## config.mk

```make
export PLATFORM = sky130hd
export DESIGN_NAME = nbc_div
export DESIGN_NICKNAME = d
export VERILOG_FILES = /design/src/design/nbc_pkg.sv /design/src/design/nbc_div.sv
export SDC_FILE = /design/constraint.sdc
export NUM_CORES = 1
export LEC_CHECK = 0
export ABC_AREA = 1
export BUFFER_PORTS_ARGS = -buffer_cell sky130_fd_sc_hd__buf_2
export CORE_MARGIN = 2
export CORE_UTILIZATION = 63
export CTS_CLUSTER_SIZE = 20
export DETAILED_ROUTE_END_ITERATION = 7
export GPL_ROUTABILITY_DRIVEN = 0
export PLACE_DENSITY = 0.82
export SLEW_MARGIN = 20
export SYNTH_ARGS = -nofsm -noshare
export SYNTH_HDL_FRONTEND = slang
export SYNTH_SLANG_ARGS = --single-unit
```

## constraint.sdc

```tcl
create_clock -name clk_i -period 4.5 [get_ports clk_i]
set_input_delay 1.35 -clock clk_i [delete_from_list [all_inputs] [get_ports clk_i]]
set_output_delay 1.35 -clock clk_i [all_outputs]
set_load 0.005 [all_outputs]
```

## src/design/nbc_pkg.sv

```systemverilog
// Package for the naive Bayes classifier: sizes, command codes, register indexes.
// Used by nbc_div and naive_bayes_classifier.
package nbc_pkg;
  localparam int unsigned MaxClasses  = 16;
  localparam int unsigned MaxFeatures = 8;
  localparam int unsigned MaxValues   = 16;
  localparam int unsigned CountW      = 16;
  localparam int unsigned ScoreW      = 17;
  localparam logic [16:0] OneQ16      = 17'h10000;
  localparam logic [15:0] CountMax    = 16'hFFFF;

  localparam logic [3:0] FeatureCountRst = 4'd6;
  localparam logic [4:0] ClassCountRst   = 5'd4;

  typedef enum logic [1:0] {
    CmdClear    = 2'd0,
    CmdTrain    = 2'd1,
    CmdClassify = 2'd2,
    CmdNone     = 2'd3
  } cmd_e;

  localparam logic [0:0] RegFeatureCount = 1'd0;
  localparam logic [0:0] RegClassCount   = 1'd1;
endpackage

```

## src/design/nbc_div.sv

```systemverilog
// Restoring divider: floor(num * 65536 / den), capped at 65536, 0 for den 0.
// One quotient bit per cycle. Uses nbc_pkg.
module nbc_div (
  input  logic        clk_i,
  input  logic        rst_ni,
  input  logic        start_i,
  input  logic [15:0] num_i,
  input  logic [15:0] den_i,
  output logic        done_o,
  output logic [16:0] quot_o
);
  logic [5:0]  cnt_q, cnt_d;
  logic        busy_q, busy_d;
  logic [16:0] rem_q, rem_d;
  logic [31:0] shf_q, shf_d;
  logic [15:0] den_q, den_d;
  logic [32:0] quo_q, quo_d;
  logic [16:0] trial;
  logic        done_q, done_d;

  always_comb begin
    busy_d = busy_q;
    cnt_d  = cnt_q;
    rem_d  = rem_q;
    shf_d  = shf_q;
    den_d  = den_q;
    quo_d  = quo_q;
    done_d = 1'b0;
    trial  = {rem_q[15:0], shf_q[31]};
    if (start_i) begin
      busy_d = 1'b1;
      cnt_d  = 6'd0;
      rem_d  = '0;
      shf_d  = {num_i, 16'd0};
      den_d  = den_i;
      quo_d  = '0;
    end else if (busy_q) begin
      shf_d = {shf_q[30:0], 1'b0};
      if (trial >= {1'b0, den_q}) begin
        rem_d = trial - {1'b0, den_q};
        quo_d = {quo_q[31:0], 1'b1};
      end else begin
        rem_d = trial;
        quo_d = {quo_q[31:0], 1'b0};
      end
      cnt_d = cnt_q + 6'd1;
      if (cnt_q == 6'd31) begin
        busy_d = 1'b0;
        done_d = 1'b1;
      end
    end
  end

  always_ff @(posedge clk_i or negedge rst_ni) begin
    if (!rst_ni) begin
      busy_q <= 1'b0;
      done_q <= 1'b0;
      cnt_q  <= '0;
    end else begin
      busy_q <= busy_d;
      done_q <= done_d;
      cnt_q  <= cnt_d;
    end
  end

  always_ff @(posedge clk_i) begin
    rem_q <= rem_d;
    shf_q <= shf_d;
    den_q <= den_d;
    quo_q <= quo_d;
  end

  assign done_o = done_q;
  assign quot_o = (den_q == 16'd0) ? 17'd0 :
                  (quo_q[32:16] != 17'd0 && quo_q > {16'd0, nbc_pkg::OneQ16}) ?
                  nbc_pkg::OneQ16 : quo_q[16:0];
endmodule

```

# [After elaboration in Yosys (flattened, before gate mapping)]
# Index checks and enable logic that the tools add are counted.
[totals] regBits=89 inputBits=35 output_inout_bits=18 wordCells=30
[op_classes] add_sub_neg=2 n_lt_le_gt_ge=2 eq_ne=1 n_mux=14 reduce_logical=4
[ops] cell="$mux 32" n=2
[ops] cell="$mux 17" n=2
[ops] cell="$gt 33x17->1 const B" n=1
[ops] cell="$ge 17x16->1" n=1
[ops] cell="$reduce_bool 17->1" n=1
[ops] cell="$logic_not 16->1" n=1
[ops] cell="$mux 16" n=1
[ops] cell="$sub 16x16->16" n=1
[ops] cell="$mux 6" n=2
[ops] cell="$mux 1" n=7
[ops] cell="$add 6x1->6 const B" n=1
[ops] cell="$eq 6x5->1 const B" n=1
[ops] cell="$reduce_bool 2->1" n=1
[ops] cell="$logic_and 1x1->1" n=1

# [Depth between registers and ports, before layout]
[logic_depth] ltp_word=4 ltp_mapped=15 ltp_nobuf=14

# [Worst setup path before layout]
# No wires, ideal clock.
[synth_path] path_kind="register -> output" from="register den_q[1]" to="output quot_o[16]" arrival_time_ps=1303 t_required_ps=3150 path_slack_ps=1847 path_stages_with_launch=6 path_buffers=1 path_cell_list="edfxtp_1 > nor4_1 > nand4_1 > clkbuf_1 > nand2_1 > inv_1"
[synth_between] elab_chain_cells=2
[synth_lines] element="from (decl)" line_no="nbc_div.sv:16" rtl="logic [15:0] den_q, den_d;"
[synth_lines] element="from (signal assigned)" line_no="nbc_div.sv:69" rtl="den_q <= den_d;"
[synth_lines] element="$logic_not 16->1" line_no="nbc_div.sv:74" rtl="assign quot_o = (den_q == 16'd0) ? 17'd0 :"
[synth_lines] element="$mux 17" line_no="nbc_div.sv:74"
[synth_lines] element="to (decl)" line_no="nbc_div.sv:10" rtl="output logic [16:0] quot_o"
# No other way between the ends.

# [Final worst setup path]
[layout_path] from="register den_q[11]" to="output quot_o[5]"
# The elaborated chain is that of the path after synthesis.

==> impl_metrics.yaml <==
sta:
  clock.fmax_mhz: 268
  maxSlewViolCount: 0
  setup_tns_ps: 0
  hold_viol_final: 0
  clock_skew_ps: 10.9
  rsz0062_at_grt: "no"
  fin_crit_ps: 3730
  tightest_slew_ps: 1030
  maxSlewHeadroom: 0.309
  setup_violations: 0
  period_share: 0.829
placed_design:
  portBuffers: 52
  place_inst: 755
  dpl.hpwl_um: 7630
clock_tree:
  tritoncts: "done"
  postCtsSetupRepairBufs: 0
  cts-root-buf: "clkbuf_8"
  path_clk_slew_ps: 90
  cts_buffer_depth: 2
  clock_latency_ps: 370
  cts_max_level: 3
  cts_resized: 0
  clock-sinks: 89
  cts_buffers: 9
  hold_buffers: 0
routing:
  wl_um: 10500
  wl_per_cell_um: 13.7
  vias_per_cell: 5.44
  remaining_drc_errors: 0
  first_pass_iters: 5
  vias: 4196
  ant_nets: 0
  initialDrtViolationCount: 280
power:
  ir_drop_mv: 0.296
  p_comb_frac: 0.395
  p_sw_mw: 1.06
  power_frac_clock: 0.220
  seqPwrFrac: 0.385
  power_density_nw_per_um2: 499
  sw_frac_of_total: 0.404
  power_leakage_nw: 2.61
  p_int_mw: 1.57
logic_synthesis:
  yosys_warnings: 0
  ys_seq_area_frac: 0.451
  async_flop_share: 0.0899
  syn_nets: 674
  yosys.area.top_type: "dfxtp_1"
  synth_top_area_frac: 0.207
  syn-cell-area_um2: 4750
  synthTopCellsByArea: "dfxtp_1 (21%), edfxtp_1 (20%), nand2_1 (14%), inv_1 (7.7%), ha_1 (4.5%)"
  avgSynthCellArea_um2: 7.65
  synth.distinct_cells: 41
  ys_ff_latch: 89
  synthFlopType: "dfxtp_1"
  syn_inst: 621
  synth-edff-count: 32
setup_path:
  path_delay_family: "simple AND/OR/NAND/NOR gates"
  crit_path_max_fanout: 17
  crit_required_ps: 3150
  crit_path_end_kind: "output port"
  cp_slowest_cell: "nand4_1"
  r2r_slack_ps: 1450
  critPathBufInv: 1
  worstPathCellList: "nor4_1, nand4_1, nand2_1, nor2_1, buf_2"
  cp-start-kind: "flop"
  max_stage_delay_ps: 680
  critPathArrivalTime_ps: 2380
  crit_type: "reg2out"
final_layout:
  final_common_cell: "nand2_1"
  drive_gt1_frac: 0.149
  area_delta_synth_final_pct: 10.9
  diodes: 0
  final_cell_mix: "nand2_1 (178), inv_1 (98), nor2_1 (56)"
  fillerInstances: 616
  layout.cells.non_filler: 771
  nNetsFinal: 720
floorplanning:
  dieArea_um2: 8250
  die_h_um: 90.8
  io_pins: 53
  fp-row-count: 31
  fp.dieW_um: 90.8
  fp.coreArea_um2: 7290
  initial_core_util: 0.651
global_route:
  grt_pass1_wl_um: 17800
  grt_overflow_total: 0
  gr-usage-all-layers: 0.266
  grt_pass1_vias: 3934
  antenna_found_initial: 0
  grt_max_degree: 45
worst_hold_path:
  min_path_type: "reg2reg"
flow_run:
  maxCapViolCount: 0
run_status:
  status: "finished, final reports clean"
-- Yosys cell counts, types with 2 or more instances --
library cell / instances
clkbuf_1: 7
nor4_1: 6
nand2_2: 6
o21ai_0: 8
a21oi_4: 2
edfxtp_1: 32
a21oi_1: 19
o22ai_1: 32
nor2_2: 4
buf_2: 6
dfrtp_1: 8
inv_1: 98
buf_1: 3
nand4_1: 18
nor3_1: 2
nor2_1: 56
o21ai_1: 4
ha_1: 17
nand2_1: 178
a21boi_1: 6
o21a_1: 2
nand3_2: 6
a21oi_2: 2
inv_2: 5
dfxtp_1: 49
nand3_1: 30
-- final timing paths --
path,start,to,cells after the start
worst max-delay path,den_q[11],quot_o[5],5
worst min-delay path,rem_q[14],rem_q[14],2
worst max register to register,busy_q,quo_q[16],4
worst min register to register,rem_q[14],rem_q[14],2
max in group asynchronous,rst_ni,cnt_q[5],1
min in group asynchronous,rst_ni,busy_q,1
-- tightest hold or removal path, delay by kind of cell, from the launching register on --
kind               cells  cell delay, ps
and+or+nand+nor        1              60
DFF                    1             330
AOI/OAI and AO/OA      1              50
-- power groups by stage --
stage | clock network [mW] | registers, mW | logic [mW]
floorplan | 0 | 1.00 | 0.835
global placement | 0 | 1.02 | 0.987
global route | 0.610 | 1.02 | 1.18
CTS | 0.584 | 1.01 | 1.02
finish | 0.577 | 1.01 | 1.04
detailed placement | 0 | 1.03 | 1.02
-- flip-flops by register name (all words and copies together) (netlist names) --
signal and cells:
done_o 1, quo_q 33, busy_q 1, den_q 16, cnt_q 6, rem_q 16
shf_q 16
-- metrics by stage --
step / hold WS (ps) / setup slack, ps / area (um2) / power [mW] / util
after global placement: 464 / 1100 / 5050 / 2.01 / 0.692
after CTS: 485 / 728 / 5260 / 2.62 / 0.721
after detailed placement: 470 / 1010 / 5050 / 2.04 / 0.692
after floorplan: 434 / 1850 / 4750 / 1.84 / -
final: 484 / 770 / 5260 / 2.63 / 0.722
after global routing: 513 / 647 / 5260 / 2.81 / 0.722
-- cells by family (layout without fill, tap and decap cells) --
kind of cell | after synthesis | in the layout | synth area share
DFF | 89 | 89 | 0.451
AOI/OAI and AO/OA | 79 | 79 | 0.104
and+or+nand+nor | 310 | 310 | 0.288
adders and majority gates | 18 | 18 | 0.0490
buffers and inverters | 124 | 175 | 0.105
xor gates and xnor gates | 1 | 1 | 0.00184
-- metal layers --
metal  track usage  wire (um)  part of all wire  vias up
met1         0.340       4430              0.42     1904
met5             0          0                 0        -
li1              -          -                 -     2103
met2         0.458       5150              0.49      172
met4        0.0960        231             0.022        0
met3        0.0434        721             0.068       17
-- cell type report --
type                    instances  area, um2  area share
inverters                     105        399      0.0758
clock buffers                  11        163      0.0309
well taps                      99        124      0.0235
clock inverters                 5       51.3     0.00975
flip-flops and latches         89       2140       0.407
repair buffers                 54        275      0.0523
multi-input cells             408       2110       0.401
Note: power is estimated with default switching activity, not from simulation.
